==> config.mk <==
export PLATFORM = sky130hd
export DESIGN_NAME = spi_flash_command_sequencer_flat
export DESIGN_NICKNAME = d
export VERILOG_FILES = /design/src/design/sfcs_pkg.sv /design/src/design/sfcs_if.sv /design/src/design/sfcs_page_buf.sv /design/src/design/sfcs_core.sv /design/src/design/spi_flash_command_sequencer.sv /design/src/flat_wrapper.sv
export VERILOG_INCLUDE_DIRS = /design/src /design/src/design
export SDC_FILE = /design/constraint.sdc
export NUM_CORES = 2
export LEC_CHECK = 0
export BUFFER_PORTS_ARGS = -buffer_cell sky130_fd_sc_hd__buf_4
export CORE_ASPECT_RATIO = 0.8
export CORE_MARGIN = 2
export CORE_UTILIZATION = 35
export DETAILED_ROUTE_END_ITERATION = 16
export PLACE_DENSITY = 0.59
export SYNTH_ARGS = -nofsm -noshare
export SYNTH_HDL_FRONTEND = slang
export SYNTH_HIERARCHICAL = 1
export SYNTH_SLANG_ARGS = --single-unit
export TNS_END_PERCENT = 5
==> constraint.sdc <==
create_clock -name clk -period 4.42 [get_ports clk]
set_clock_uncertainty 0.05 [all_clocks]
set_input_delay 0.884 -clock clk [delete_from_list [all_inputs] [get_ports clk]]
set_output_delay 0.884 -clock clk [all_outputs]
set_load 0.01 [all_outputs]
==> src/design/assert_macros.svh <==
// Assertion macros for the serial flash sequencer RTL.
// Each macro expects signals named clk and rst_n in the including scope.
`ifndef ASSERT_MACROS_SVH
`define ASSERT_MACROS_SVH

// Condition that must hold at every clock edge outside reset.
`define SFCS_ASSERT(lbl, cond, msg) \
    lbl: assert property (@(posedge clk) disable iff (!rst_n) (cond)) else $error(msg);

// Implication checked in the same cycle.
`define SFCS_ASSERT_IMP(lbl, pre, post, msg) \
    lbl: assert property (@(posedge clk) disable iff (!rst_n) (pre) |-> (post)) \
        else $error(msg);

// Implication whose consequent is checked in the following cycle.
`define SFCS_ASSERT_NEXT(lbl, pre, post, msg) \
    lbl: assert property (@(posedge clk) disable iff (!rst_n) (pre) |=> (post)) \
        else $error(msg);

`endif

==> src/design/sfcs_pkg.sv <==
// Package for the serial flash command sequencer: request and result types,
// action and error codes, flash command opcodes. No dependencies.
`default_nettype none

package sfcs_pkg;

    localparam int ADDR_BITS = 24;
    localparam logic [23:0] ADDR_MASK = 24'((32'd1 << ADDR_BITS) - 32'd1);

    localparam logic [2:0] ACT_TICK  = 3'd0;
    localparam logic [2:0] ACT_LOAD  = 3'd1;
    localparam logic [2:0] ACT_READ  = 3'd2;
    localparam logic [2:0] ACT_PROG  = 3'd3;
    localparam logic [2:0] ACT_ERASE = 3'd4;

    localparam logic [1:0] ERR_NONE    = 2'd0;
    localparam logic [1:0] ERR_PROTECT = 2'd1;
    localparam logic [1:0] ERR_LENGTH  = 2'd2;
    localparam logic [1:0] ERR_BUSY    = 2'd3;

    localparam logic [7:0] CMD_READ  = 8'h03;
    localparam logic [7:0] CMD_WREN  = 8'h06;
    localparam logic [7:0] CMD_PROG  = 8'h02;
    localparam logic [7:0] CMD_ERASE = 8'h20;
    localparam logic [7:0] CMD_RDSR  = 8'h05;

    localparam logic [23:0] PROTECT_RESET = 24'h200000;

    typedef struct packed {
        logic [2:0]  action;
        logic [23:0] address;
        logic [15:0] length;
        logic [7:0]  data_byte;
        logic [7:0]  buffer_index;
        logic        miso;
    } sfcs_item_t;

    typedef struct packed {
        logic       cs_n;
        logic       mosi;
        logic       read_valid;
        logic [7:0] read_byte;
        logic       busy_res;
        logic       done_res;
        logic [1:0] error_code;
    } sfcs_result_t;

    typedef struct packed {
        logic       en;
        logic [7:0] addr;
        logic [7:0] data;
    } buf_wr_t;

endpackage

`default_nettype wire

==> src/design/sfcs_if.sv <==
// Channel interfaces of the serial flash command sequencer: request,
// result and configuration write. Valid/ready handshake, no dependencies.
`default_nettype none

interface sfcs_cmd_if;
    logic        valid;
    logic        ready;
    logic [2:0]  action;
    logic [23:0] address;
    logic [15:0] length;
    logic [7:0]  data_byte;
    logic [7:0]  buffer_index;
    logic        miso;

    modport source (output valid, action, address, length, data_byte, buffer_index, miso,
                     input ready);
    modport sink (input valid, action, address, length, data_byte, buffer_index, miso,
                   output ready);
endinterface

interface sfcs_rsp_if;
    logic       valid;
    logic       ready;
    logic       cs_n;
    logic       mosi;
    logic       read_valid;
    logic [7:0] read_byte;
    logic       busy_res;
    logic       done_res;
    logic [1:0] error_code;

    modport source (output valid, cs_n, mosi, read_valid, read_byte, busy_res, done_res,
                     error_code, input ready);
    modport sink (input valid, cs_n, mosi, read_valid, read_byte, busy_res, done_res,
                   error_code, output ready);
endinterface

interface sfcs_cfg_if;
    logic        valid;
    logic        ready;
    logic [23:0] data;

    modport source (output valid, data, input ready);
    modport sink (input valid, data, output ready);
endinterface

`default_nettype wire

==> src/design/sfcs_page_buf.sv <==
// Page buffer memory: one write port, one registered read port with
// write-first bypass. Depends on sfcs_pkg for the write request type.
`default_nettype none

module sfcs_page_buf
    import sfcs_pkg::*;
#(
    parameter int PAGE_BYTES = 256
) (
    input  wire logic       clk,
    input  wire buf_wr_t    wr,
    input  wire logic [7:0] rd_addr,
    output logic [7:0]      rd_data
);

    localparam int PIDX_W = (PAGE_BYTES > 1) ? $clog2(PAGE_BYTES) : 1;

    logic [7:0] mem [PAGE_BYTES];
    logic [7:0] rd_data_reg;

    always_ff @(posedge clk)
    begin
        if (wr.en)
        begin
            mem[wr.addr[PIDX_W-1:0]] <= wr.data;
        end
        if (wr.en && (wr.addr == rd_addr))
        begin
            rd_data_reg <= wr.data;
        end
        else
        begin
            rd_data_reg <= mem[rd_addr[PIDX_W-1:0]];
        end
    end

    assign rd_data = rd_data_reg;

endmodule

`default_nettype wire

==> src/design/sfcs_core.sv <==
// Command sequencer state machine: frames, bit shifting, status polling and
// request checks. Depends on sfcs_pkg; page bytes come from sfcs_page_buf.
`default_nettype none

module sfcs_core
    import sfcs_pkg::*;
#(
    parameter int PAGE_BYTES = 256
) (
    input  wire logic         clk,
    input  wire logic         rst_n,
    input  wire logic         proc,
    input  wire sfcs_item_t   item,
    input  wire logic [23:0]  protect_limit,
    input  wire logic [7:0]   rd_data,
    output sfcs_result_t      res,
    output buf_wr_t           wr,
    output logic [7:0]        rd_addr
);

    typedef enum logic [2:0] {
        PH_IDLE,
        PH_WREN,
        PH_GAP,
        PH_CMD,
        PH_DOUT,
        PH_DIN,
        PH_SCMD,
        PH_SIN
    } phase_t;

    typedef enum logic [1:0] {
        OP_NONE,
        OP_READ,
        OP_PROG,
        OP_ERASE
    } op_t;

    phase_t      phase_reg,     phase_next;
    op_t         op_reg,        op_next;
    logic [5:0]  bit_cnt_reg,   bit_cnt_next;
    logic [31:0] shift_out_reg, shift_out_next;
    logic [7:0]  shift_in_reg,  shift_in_next;
    logic [15:0] byte_cnt_reg,  byte_cnt_next;
    logic [15:0] total_reg,     total_next;
    logic [23:0] target_reg,    target_next;

    logic [5:0]  bit_inc;
    logic [15:0] byte_inc;
    logic [7:0]  sin_shift;
    logic [23:0] addr_m;

    assign bit_inc   = bit_cnt_reg + 6'd1;
    assign byte_inc  = byte_cnt_reg + 16'd1;
    assign sin_shift = {shift_in_reg[6:0], item.miso};
    assign addr_m    = item.address & ADDR_MASK;

    // The next page byte is fetched ahead of the end of the current data byte.
    always_comb
    begin
        rd_addr = 8'd0;
        if ((phase_reg == PH_DOUT) && ({1'b0, byte_inc} < 17'(PAGE_BYTES)))
        begin
            rd_addr = byte_inc[7:0];
        end
    end

    always_comb
    begin
        phase_next     = phase_reg;
        op_next        = op_reg;
        bit_cnt_next   = bit_cnt_reg;
        shift_out_next = shift_out_reg;
        shift_in_next  = shift_in_reg;
        byte_cnt_next  = byte_cnt_reg;
        total_next     = total_reg;
        target_next    = target_reg;

        res.cs_n       = 1'b1;
        res.mosi       = 1'b0;
        res.read_valid = 1'b0;
        res.read_byte  = 8'd0;
        res.done_res   = 1'b0;
        res.error_code = ERR_NONE;

        wr.en   = 1'b0;
        wr.addr = item.buffer_index;
        wr.data = item.data_byte;

        if (proc)
        begin
            unique case (item.action) inside
                ACT_TICK:
                begin
                    unique case (phase_reg)
                        PH_IDLE:
                        begin
                            phase_next = PH_IDLE;
                        end
                        PH_GAP:
                        begin
                            if (bit_cnt_reg == 6'd0)
                            begin
                                phase_next     = PH_CMD;
                                shift_out_next = {(op_reg == OP_ERASE) ? CMD_ERASE : CMD_PROG,
                                                  target_reg};
                            end
                            else
                            begin
                                phase_next     = PH_SCMD;
                                shift_out_next = {CMD_RDSR, 24'd0};
                            end
                            bit_cnt_next = 6'd0;
                        end
                        PH_DIN, PH_SIN:
                        begin
                            res.cs_n      = 1'b0;
                            shift_in_next = sin_shift;
                            bit_cnt_next  = bit_inc;
                            if (bit_inc >= 6'd8)
                            begin
                                bit_cnt_next   = 6'd0;
                                res.read_valid = 1'b1;
                                res.read_byte  = sin_shift;
                                if (phase_reg == PH_DIN)
                                begin
                                    byte_cnt_next = byte_inc;
                                    if (byte_inc >= total_reg)
                                    begin
                                        phase_next   = PH_IDLE;
                                        op_next      = OP_NONE;
                                        res.done_res = 1'b1;
                                    end
                                end
                                else if (!sin_shift[0])
                                begin
                                    phase_next   = PH_IDLE;
                                    op_next      = OP_NONE;
                                    res.done_res = 1'b1;
                                end
                                else
                                begin
                                    phase_next     = PH_SCMD;
                                    shift_out_next = {CMD_RDSR, 24'd0};
                                end
                            end
                        end
                        default:
                        begin
                            res.cs_n       = 1'b0;
                            res.mosi       = shift_out_reg[31];
                            shift_out_next = {shift_out_reg[30:0], 1'b0};
                            bit_cnt_next   = bit_inc;
                            unique case (phase_reg)
                                PH_WREN:
                                begin
                                    if (bit_inc >= 6'd8)
                                    begin
                                        phase_next   = PH_GAP;
                                        bit_cnt_next = 6'd0;
                                    end
                                end
                                PH_CMD:
                                begin
                                    if (bit_inc >= 6'd32)
                                    begin
                                        bit_cnt_next = 6'd0;
                                        if (op_reg == OP_READ)
                                        begin
                                            if (total_reg == 16'd0)
                                            begin
                                                phase_next   = PH_IDLE;
                                                op_next      = OP_NONE;
                                                res.done_res = 1'b1;
                                            end
                                            else
                                            begin
                                                phase_next    = PH_DIN;
                                                byte_cnt_next = 16'd0;
                                                shift_in_next = 8'd0;
                                            end
                                        end
                                        else if ((op_reg == OP_PROG) && (total_reg != 16'd0))
                                        begin
                                            phase_next     = PH_DOUT;
                                            byte_cnt_next  = 16'd0;
                                            shift_out_next = {rd_data, 24'd0};
                                        end
                                        else
                                        begin
                                            phase_next   = PH_GAP;
                                            bit_cnt_next = 6'd1;
                                        end
                                    end
                                end
                                PH_DOUT:
                                begin
                                    if (bit_inc >= 6'd8)
                                    begin
                                        bit_cnt_next  = 6'd0;
                                        byte_cnt_next = byte_inc;
                                        if (byte_inc >= total_reg)
                                        begin
                                            phase_next   = PH_GAP;
                                            bit_cnt_next = 6'd1;
                                        end
                                        else
                                        begin
                                            shift_out_next = {rd_data, 24'd0};
                                        end
                                    end
                                end
                                PH_SCMD:
                                begin
                                    if (bit_inc >= 6'd8)
                                    begin
                                        phase_next    = PH_SIN;
                                        bit_cnt_next  = 6'd0;
                                        shift_in_next = 8'd0;
                                    end
                                end
                                default:
                                begin
                                    phase_next = phase_reg;
                                end
                            endcase
                        end
                    endcase
                end
                ACT_LOAD:
                begin
                    wr.en = ({1'b0, item.buffer_index} < 9'(PAGE_BYTES));
                end
                ACT_READ, ACT_PROG, ACT_ERASE:
                begin
                    if (phase_reg != PH_IDLE)
                    begin
                        res.error_code = ERR_BUSY;
                    end
                    else if ((item.action != ACT_READ) && (addr_m < protect_limit))
                    begin
                        res.error_code = ERR_PROTECT;
                    end
                    else if ((item.action == ACT_PROG) &&
                             ({1'b0, item.length} > 17'(PAGE_BYTES)))
                    begin
                        res.error_code = ERR_LENGTH;
                    end
                    else
                    begin
                        target_next   = addr_m;
                        bit_cnt_next  = 6'd0;
                        byte_cnt_next = 16'd0;
                        if (item.action == ACT_READ)
                        begin
                            op_next        = OP_READ;
                            total_next     = item.length;
                            phase_next     = PH_CMD;
                            shift_out_next = {CMD_READ, addr_m};
                        end
                        else
                        begin
                            op_next        = (item.action == ACT_PROG) ? OP_PROG : OP_ERASE;
                            total_next     = (item.action == ACT_PROG) ? item.length : 16'd0;
                            phase_next     = PH_WREN;
                            shift_out_next = {CMD_WREN, 24'd0};
                        end
                    end
                end
                default:
                begin
                    wr.en = 1'b0;
                end
            endcase

            if (item.action != ACT_TICK)
            begin
                res.cs_n = (phase_next == PH_IDLE) || (phase_next == PH_GAP);
            end
        end

        res.busy_res = (phase_next != PH_IDLE);
    end

    always_ff @(posedge clk or negedge rst_n)
    begin
        if (!rst_n)
        begin
            phase_reg     <= PH_IDLE;
            op_reg        <= OP_NONE;
            bit_cnt_reg   <= 6'd0;
            shift_out_reg <= 32'd0;
            shift_in_reg  <= 8'd0;
            byte_cnt_reg  <= 16'd0;
            total_reg     <= 16'd0;
            target_reg    <= 24'd0;
        end
        else
        begin
            phase_reg     <= phase_next;
            op_reg        <= op_next;
            bit_cnt_reg   <= bit_cnt_next;
            shift_out_reg <= shift_out_next;
            shift_in_reg  <= shift_in_next;
            byte_cnt_reg  <= byte_cnt_next;
            total_reg     <= total_next;
            target_reg    <= target_next;
        end
    end

endmodule

`default_nettype wire

==> src/design/spi_flash_command_sequencer.sv <==
// Top level of the serial flash command sequencer: input register, result
// register, protect limit register. Uses sfcs_pkg, sfcs_if, sfcs_core, sfcs_page_buf.
`default_nettype none

// Each request is one action: a tick is one serial bit period, and every request
// returns exactly one result. A request can be taken in every clock cycle while the
// result register is free or being drained; it waits in the input register, passes
// the sequencer logic once and lands in the result register. The rate is set by the
// update of the sequencer state once per request; page bytes for a program are
// fetched from the buffer memory ahead of the byte boundary, through its registered
// read port. The buffer needs no clearing pass after reset. Protect limit writes
// are expected only while no operation runs and no request is in flight.
module spi_flash_command_sequencer
    import sfcs_pkg::*;
#(
    parameter int PAGE_BYTES = 256
) (
    input  wire logic  clk,
    input  wire logic  rst_n,
    sfcs_cmd_if.sink   cmd,
    sfcs_rsp_if.source rsp,
    sfcs_cfg_if.sink   cfg
);

    `include "assert_macros.svh"

    logic         in_valid_reg, in_valid_next;
    sfcs_item_t   in_item_reg;
    logic         out_valid_reg, out_valid_next;
    sfcs_result_t out_res_reg;
    logic [23:0]  protect_reg;

    logic         adv;
    logic         proc;
    sfcs_result_t core_res;
    buf_wr_t      buf_wr;
    logic [7:0]   buf_rd_addr;
    logic [7:0]   buf_rd_data;

    assign adv       = !out_valid_reg || rsp.ready;
    assign proc      = in_valid_reg && adv;
    assign cmd.ready = !in_valid_reg || adv;
    assign cfg.ready = 1'b1;

    always_comb
    begin
        in_valid_next = in_valid_reg;
        if (cmd.valid && cmd.ready)
        begin
            in_valid_next = 1'b1;
        end
        else if (proc)
        begin
            in_valid_next = 1'b0;
        end

        out_valid_next = out_valid_reg;
        if (proc)
        begin
            out_valid_next = 1'b1;
        end
        else if (rsp.ready)
        begin
            out_valid_next = 1'b0;
        end
    end

    always_ff @(posedge clk or negedge rst_n)
    begin
        if (!rst_n)
        begin
            in_valid_reg  <= 1'b0;
            out_valid_reg <= 1'b0;
            protect_reg   <= PROTECT_RESET;
        end
        else
        begin
            in_valid_reg  <= in_valid_next;
            out_valid_reg <= out_valid_next;
            if (cfg.valid && cfg.ready)
            begin
                protect_reg <= cfg.data;
            end
        end
    end

    always_ff @(posedge clk)
    begin
        if (cmd.valid && cmd.ready)
        begin
            in_item_reg.action       <= cmd.action;
            in_item_reg.address      <= cmd.address;
            in_item_reg.length       <= cmd.length;
            in_item_reg.data_byte    <= cmd.data_byte;
            in_item_reg.buffer_index <= cmd.buffer_index;
            in_item_reg.miso         <= cmd.miso;
        end
        if (proc)
        begin
            out_res_reg <= core_res;
        end
    end

    sfcs_core #(
        .PAGE_BYTES (PAGE_BYTES)
    ) u_core (
        .clk           (clk),
        .rst_n         (rst_n),
        .proc          (proc),
        .item          (in_item_reg),
        .protect_limit (protect_reg),
        .rd_data       (buf_rd_data),
        .res           (core_res),
        .wr            (buf_wr),
        .rd_addr       (buf_rd_addr)
    );

    sfcs_page_buf #(
        .PAGE_BYTES (PAGE_BYTES)
    ) u_page_buf (
        .clk     (clk),
        .wr      (buf_wr),
        .rd_addr (buf_rd_addr),
        .rd_data (buf_rd_data)
    );

    assign rsp.valid      = out_valid_reg;
    assign rsp.cs_n       = out_res_reg.cs_n;
    assign rsp.mosi       = out_res_reg.mosi;
    assign rsp.read_valid = out_res_reg.read_valid;
    assign rsp.read_byte  = out_res_reg.read_byte;
    assign rsp.busy_res   = out_res_reg.busy_res;
    assign rsp.done_res   = out_res_reg.done_res;
    assign rsp.error_code = out_res_reg.error_code;

    `SFCS_ASSERT_IMP(a_read_in_frame, rsp.valid && rsp.read_valid, !rsp.cs_n, "read byte outside a frame")
    `SFCS_ASSERT_IMP(a_done_not_busy, rsp.valid && rsp.done_res, !rsp.busy_res, "done while still busy")
    `SFCS_ASSERT_IMP(a_error_quiet, rsp.valid && (rsp.error_code != ERR_NONE), !rsp.done_res && !rsp.mosi, "refused request drove the bus")
    `SFCS_ASSERT_NEXT(a_request_kept, in_valid_reg && !proc, in_valid_reg, "stalled request lost")

endmodule

`default_nettype wire
==> src/flat_wrapper.sv <==
// flat-port wrapper written by rule: the top's interface ports become plain ports
module spi_flash_command_sequencer_flat import sfcs_pkg::*;
#(
    parameter int PAGE_BYTES = 256
)
  (clk, rst_n, cmd_valid, cmd_action, cmd_address, cmd_length, cmd_data_byte, cmd_buffer_index, cmd_miso, cmd_ready, rsp_valid, rsp_cs_n, rsp_mosi, rsp_read_valid, rsp_read_byte, rsp_busy_res, rsp_done_res, rsp_error_code, rsp_ready, cfg_valid, cfg_data, cfg_ready);
  sfcs_cmd_if cmd_i ();
  sfcs_rsp_if rsp_i ();
  sfcs_cfg_if cfg_i ();
  input  wire logic clk;
  input  wire logic rst_n;
  input wire logic [$bits(cmd_i.valid)-1:0] cmd_valid;
  input wire logic [$bits(cmd_i.action)-1:0] cmd_action;
  input wire logic [$bits(cmd_i.address)-1:0] cmd_address;
  input wire logic [$bits(cmd_i.length)-1:0] cmd_length;
  input wire logic [$bits(cmd_i.data_byte)-1:0] cmd_data_byte;
  input wire logic [$bits(cmd_i.buffer_index)-1:0] cmd_buffer_index;
  input wire logic [$bits(cmd_i.miso)-1:0] cmd_miso;
  output wire logic [$bits(cmd_i.ready)-1:0] cmd_ready;
  output wire logic [$bits(rsp_i.valid)-1:0] rsp_valid;
  output wire logic [$bits(rsp_i.cs_n)-1:0] rsp_cs_n;
  output wire logic [$bits(rsp_i.mosi)-1:0] rsp_mosi;
  output wire logic [$bits(rsp_i.read_valid)-1:0] rsp_read_valid;
  output wire logic [$bits(rsp_i.read_byte)-1:0] rsp_read_byte;
  output wire logic [$bits(rsp_i.busy_res)-1:0] rsp_busy_res;
  output wire logic [$bits(rsp_i.done_res)-1:0] rsp_done_res;
  output wire logic [$bits(rsp_i.error_code)-1:0] rsp_error_code;
  input wire logic [$bits(rsp_i.ready)-1:0] rsp_ready;
  input wire logic [$bits(cfg_i.valid)-1:0] cfg_valid;
  input wire logic [$bits(cfg_i.data)-1:0] cfg_data;
  output wire logic [$bits(cfg_i.ready)-1:0] cfg_ready;
  assign cmd_i.valid = cmd_valid;
  assign cmd_i.action = cmd_action;
  assign cmd_i.address = cmd_address;
  assign cmd_i.length = cmd_length;
  assign cmd_i.data_byte = cmd_data_byte;
  assign cmd_i.buffer_index = cmd_buffer_index;
  assign cmd_i.miso = cmd_miso;
  assign cmd_ready = cmd_i.ready;
  assign rsp_valid = rsp_i.valid;
  assign rsp_cs_n = rsp_i.cs_n;
  assign rsp_mosi = rsp_i.mosi;
  assign rsp_read_valid = rsp_i.read_valid;
  assign rsp_read_byte = rsp_i.read_byte;
  assign rsp_busy_res = rsp_i.busy_res;
  assign rsp_done_res = rsp_i.done_res;
  assign rsp_error_code = rsp_i.error_code;
  assign rsp_i.ready = rsp_ready;
  assign cfg_i.valid = cfg_valid;
  assign cfg_i.data = cfg_data;
  assign cfg_ready = cfg_i.ready;
  spi_flash_command_sequencer #(.PAGE_BYTES(PAGE_BYTES)) u_core (.clk(clk), .rst_n(rst_n), .cmd(cmd_i), .rsp(rsp_i), .cfg(cfg_i));
endmodule
# ---- Yosys cells after proc, flatten, opt, wreduce, memory -nomap -nowiden
# Memory sizes are Yosys's and may differ from the RTL's. A register that Yosys moved wholly into a read port is not among the register bits.
# Cells that the tools add are included.
dict set report totals {
  regBits 207
  mem_bits_rw 2048
  out_inout_bits 18
  memories 1
}
dict set report classes {
  n_addsub 2
  magnitude_cmp 6
  n_eq_ne 40
  n_mux 114
  n_bitwise 5
  n_reduce_logical 38
}
# name words word_bits read_ports rd_clocked_by_memory_dff write_ports line
set memory_table {}
lappend memory_table {u_core.u_page_buf.mem 256 8 1 1 1 sfcs_page_buf.sv:18} ;# logic [7:0] mem [PAGE_BYTES];
# operator n
set op_table {}
lappend op_table {{$mux 32} 11}
lappend op_table {{$mux 16} 12}
lappend op_table {{$pmux 32 s2} 2}
lappend op_table {{$pmux 16 s2} 3}
lappend op_table {{$pmux 32 s3} 1}
lappend op_table {{$mux 3} 18}
lappend op_table {{$mux 6} 7}
lappend op_table {{$pmux 6 s3} 2}
lappend op_table {{$mux 2} 16}
lappend op_table {{$mux 30} 1}
lappend op_table {{$mux 7} 4}
lappend op_table {{$pmux 7 s2} 2}
lappend op_table {{$mux 27} 1}
lappend op_table {{$reduce_and 13->1} 2}
lappend op_table {{$lt 24x24->1} 1}
lappend op_table {{$mux 1} 23}
lappend op_table {{$mux 9} 2}
lappend op_table {{$ne 3x3->1 const B} 6}
lappend op_table {{$add 16x1->16 const B} 1}
lappend op_table {{$ge 16x16->1} 1}
lappend op_table {{$gt 16x9->1 const B} 1}
lappend op_table {{$logic_not 16->1} 1}
lappend op_table {{$lt 16x9->1 const B} 1}
lappend op_table {{$reduce_bool 16->1} 1}
lappend op_table {{other kinds (40)} 85}

# ---- Longest topological paths before layout
dict set report logic_depth {
  word_depth 12
  depth_mapped 18
  mapped_depth_nobuf 15
}

# ---- Modules after synthesis
# Netlist, hierarchy kept.
# mod n_inst cells_each area_per_inst_um2
set by_module_without_submodules {}
lappend by_module_without_submodules {sfcs_page_buf 1 3733 79558.8}
lappend by_module_without_submodules {sfcs_core 1 794 6746.5}
lappend by_module_without_submodules {spi_flash_command_sequencer 1 136 3350.7}

# ---- Worst setup path before layout
# OpenSTA, ideal clock, no wires.
dict set report synth_timing {
  kind {input -> register}
  start {input rsp_ready}
  end {memory u_core.u_page_buf.mem[234][0] (enable)}
  arrival_time_ps 3195
  path_slack_ps 804
  path_stages 9
  path_cell_list {nand2b_1 and2_1 nand2b_1 nor2b_1 clkbuf_1 buf_1 nand3_1 clkbuf_1 nor2_1}
}
# item line
set synth_lines {}
lappend synth_lines {{start: declaration} flat_wrapper.sv:28} ;# input wire logic [$bits(rsp_i.ready)-1:0] rsp_ready;
lappend synth_lines {{end: declaration} sfcs_page_buf.sv:18}

==> reports/qor.yml <==
path_cells: "buf_12 -> mux4_2 -> a22o_1 -> a221oi_1 -> o221ai_1 -> a211oi_1 -> nor4_1 -> and2_1 -> mux2i_1 -> o21ai_0 -> mux2_2"
routabilityCongestion: 0.842
ant_nets: 0
cts-root-buf: "clkbuf_16"
synth-edff-count: 2123
dieArea_um2: 260000
power.share.combinational: 0.096
seq_power_share: 0.516
syn_inst: 4663
p_per_area_nw_per_um2: 457
final_hold_viol_count: 0
rsz0062_at_grt: "no"
cpMaxStageDelayCell: "a211oi_1"
grt_pass1_wl_mm: 334
tns_ns: 0
max_cap_viol_count: 0
drt-total-wl_mm: 231
clk_pin_slew_ns: 0.07
antenna_found_initial: 9
hold_end: "u_core/in_item_reg[18]"
vias: 47000
firstDrtPassIters: 7
startpoint_type: "flop"
cts_sinks: 2263
syn_to_final_growth_pct: 14.7
finalCriticalPeriod_ns: 4.19
worst_pin_slew_ns: 1.14
track_usage: 0.174
yosysUniqueCellTypes: 80
switching_power_mw: 10.9
ir_worst_vdd_mv: 0.364
leakagePower_nw: 32.3
layout_commonest_cell: "edfxtp_1"
totalPowerFinal_mw: 47.0
cts_tree: "built"
htreeDepth: 4
power_frac_clock: 0.388
overflow: 0
holdWs_ns: 0.125
slew_headroom: 0.240
crit_family: "compound AO/OA/AOI/OAI gates"
largest_register_ffs: 2048
io_pins: 107
syn_nets: 4794
worstSetupPathType: "reg -> reg"
core-area_um2: 255000
hold_path_class: "in -> reg"
setup_violations: 0
hpwl_mm: 145
die-height_um: 457
ys_ff_latch: 2263
max_stage_delay_ns: 0.86
first_iter_violations: 5840
synth.yosys.seq_area_share: 0.750
p_sw_frac: 0.232
finalCritPeriodShare: 0.949
grt_max_degree: 205
path_buf_inv: 1
cp.arrival_ns: 4.90
nNetsFinal: 5159
wire_per_inst_um: 27.0
synth_ff_type: "edfxtp_1"
syn-cell-area_um2: 89700
io_buffers: 105
internal_power_mw: 36.1
min_path_cells: 1
dieWidth_um: 570
clk_latency_ns: 0.87
viasPerCell: 5.49
clk_path_buf_depth: 4
ys_async_sr_fraction: 0.0583
synth-warning-count: 6
min_from: "cmd_length[1]"
cts_buffers: 220
cp_max_fo: 12
avgSynthCellArea_um2: 19.2
critPathCaptureType: "flop"
start_util: 0.351
core.rowCount: 166
timing.fmax_mhz: 238
status: "finished, final reports clean"
drc: 0
dpl.cell_count: 8165
finalNonFillerCells: 8560
cp.required_ns: 5.12
post_route_cells_drive_above_1_share: 0.244
regToRegSetupSlack_ns: 0.23
final_cell_mix: "2123 x edfxtp_1, 454 x mux4_2, 388 x buf_4, 313 x nor2_1, 221 x clkbuf_16"
slew_viol_final: 0
rr_worst_depth: 11
first_global_vias: 46400
worstReg2RegEnd: "u_core/u_core/shift_out_reg[29]"
## worst register-to-register path, delay by kind of cell, from the launching register on
kind                   cells  cell delay, ns
AO/OA/AOI/OAI              5            2.04
multiplexers               3            0.88
flip-flops                 1            0.50
AND/OR/NAND/NOR            2            0.42
buffers and inverters      1            0.21
## how the worst max path moves through the flow
stage / from / end / slack [ns] / cells after the start
2_1_floorplan: rsp_ready / u_core/u_page_buf/mem[234][0] / 0.80 / 9
3_3_place_gp: flop / u_core/u_core/shift_out_reg[29] / 0.005 / 12
3_5_place_dp: flop / u_core/u_core/shift_out_reg[29] / 0.06 / 12
4_1_cts: flop / u_core/u_core/shift_out_reg[29] / 0.06 / 12
5_1_grt: u_core/u_core/byte_cnt_reg[0] / u_core/u_core/shift_out_reg[4] / 0.04 / 15
6_report: flop / u_core/u_core/shift_out_reg[29] / 0.23 / 11
## metal layers
layer  wire, µm  up-vias  track usage
met5         32        -            0
met3      19600      344       0.0331
met1     103000    24900        0.264
li1           -    19800            -
met2     103000     2004        0.258
met4       5570        4       0.0440
## per-stage QoR
| stage | setup WS [ns] | utilization | cell area, µm² |
|---|---|---|---|
| after floorplan | 0.804 | - | 89700 |
| after global placement | 0.00467 | 0.376 | 96000 |
| after detailed placement | 0.0570 | 0.376 | 96000 |
| after CTS | 0.0563 | 0.403 | 103000 |
| after global routing | 0.0356 | 0.403 | 103000 |
| final | 0.227 | 0.403 | 103000 |
## repair_timing
action | 4_1_cts | 5_1_grt
endpoints found under the hold margin | 46 | 0
buffers inserted | 0 | 0
setup endpoints to repair | 0 | 24
hold buffers | 1 | 0
gates resized for setup | 0 | 2
## cell families after synthesis
kind of cell,Yosys count,share of synthesized area
flip-flops,2263,0.750
AND/OR/NAND/NOR,773,0.0395
multiplexers,634,0.136
AO/OA/AOI/OAI,578,0.0448
buffers and inverters,357,0.0228
adder cells (fa/ha/maj),42,0.00586
XOR/XNOR,15,0.00147
other,1,0.0000418
## power groups by stage
stage / logic, mW / clock network, mW / registers, mW
floorplan: 3.36 / 0 / 24.6
detailed placement: 4.54 / 0 / 24.7
global placement: 4.48 / 0 / 24.7
global route: 4.89 / 19.4 / 24.3
CTS: 4.55 / 18.6 / 24.3
finish: 4.51 / 18.2 / 24.3
## synthesized netlist by cell type, types with 29 or more instances
master / number / area [µm²]
edfxtp_1: 2123 / 63800
mux4_2: 454 / 10200
nor2_1: 317 / 1190
nand2_1: 184 / 691
clkbuf_1: 140 / 526
mux2i_1: 140 / 1400
a22oi_1: 135 / 1010
dfrtp_1: 131 / 3280
a21oi_1: 128 / 641
o21ai_0: 77 / 385
inv_1: 65 / 244
nand3_1: 56 / 280
nor2b_1: 46 / 288
o221ai_1: 46 / 403
buf_4: 44 / 330
ha_1: 42 / 526
buf_2: 40 / 200
nor3_1: 39 / 195
nor4_1: 32 / 200
o22ai_1: 29 / 181
## layout make-up
cell class | count | area [µm²]
multi-input cells | 2043 | 20500
diodes | 2 | 5.00
well taps | 3360 | 4200
repair buffers | 434 | 3810
fillers | 22600 | 152000
flip-flops and latches | 2263 | 67200
clock inverters | 130 | 1170
clock buffers | 262 | 5690
inverters | 66 | 248
Note: power is estimated with default switching activity, not from simulation.
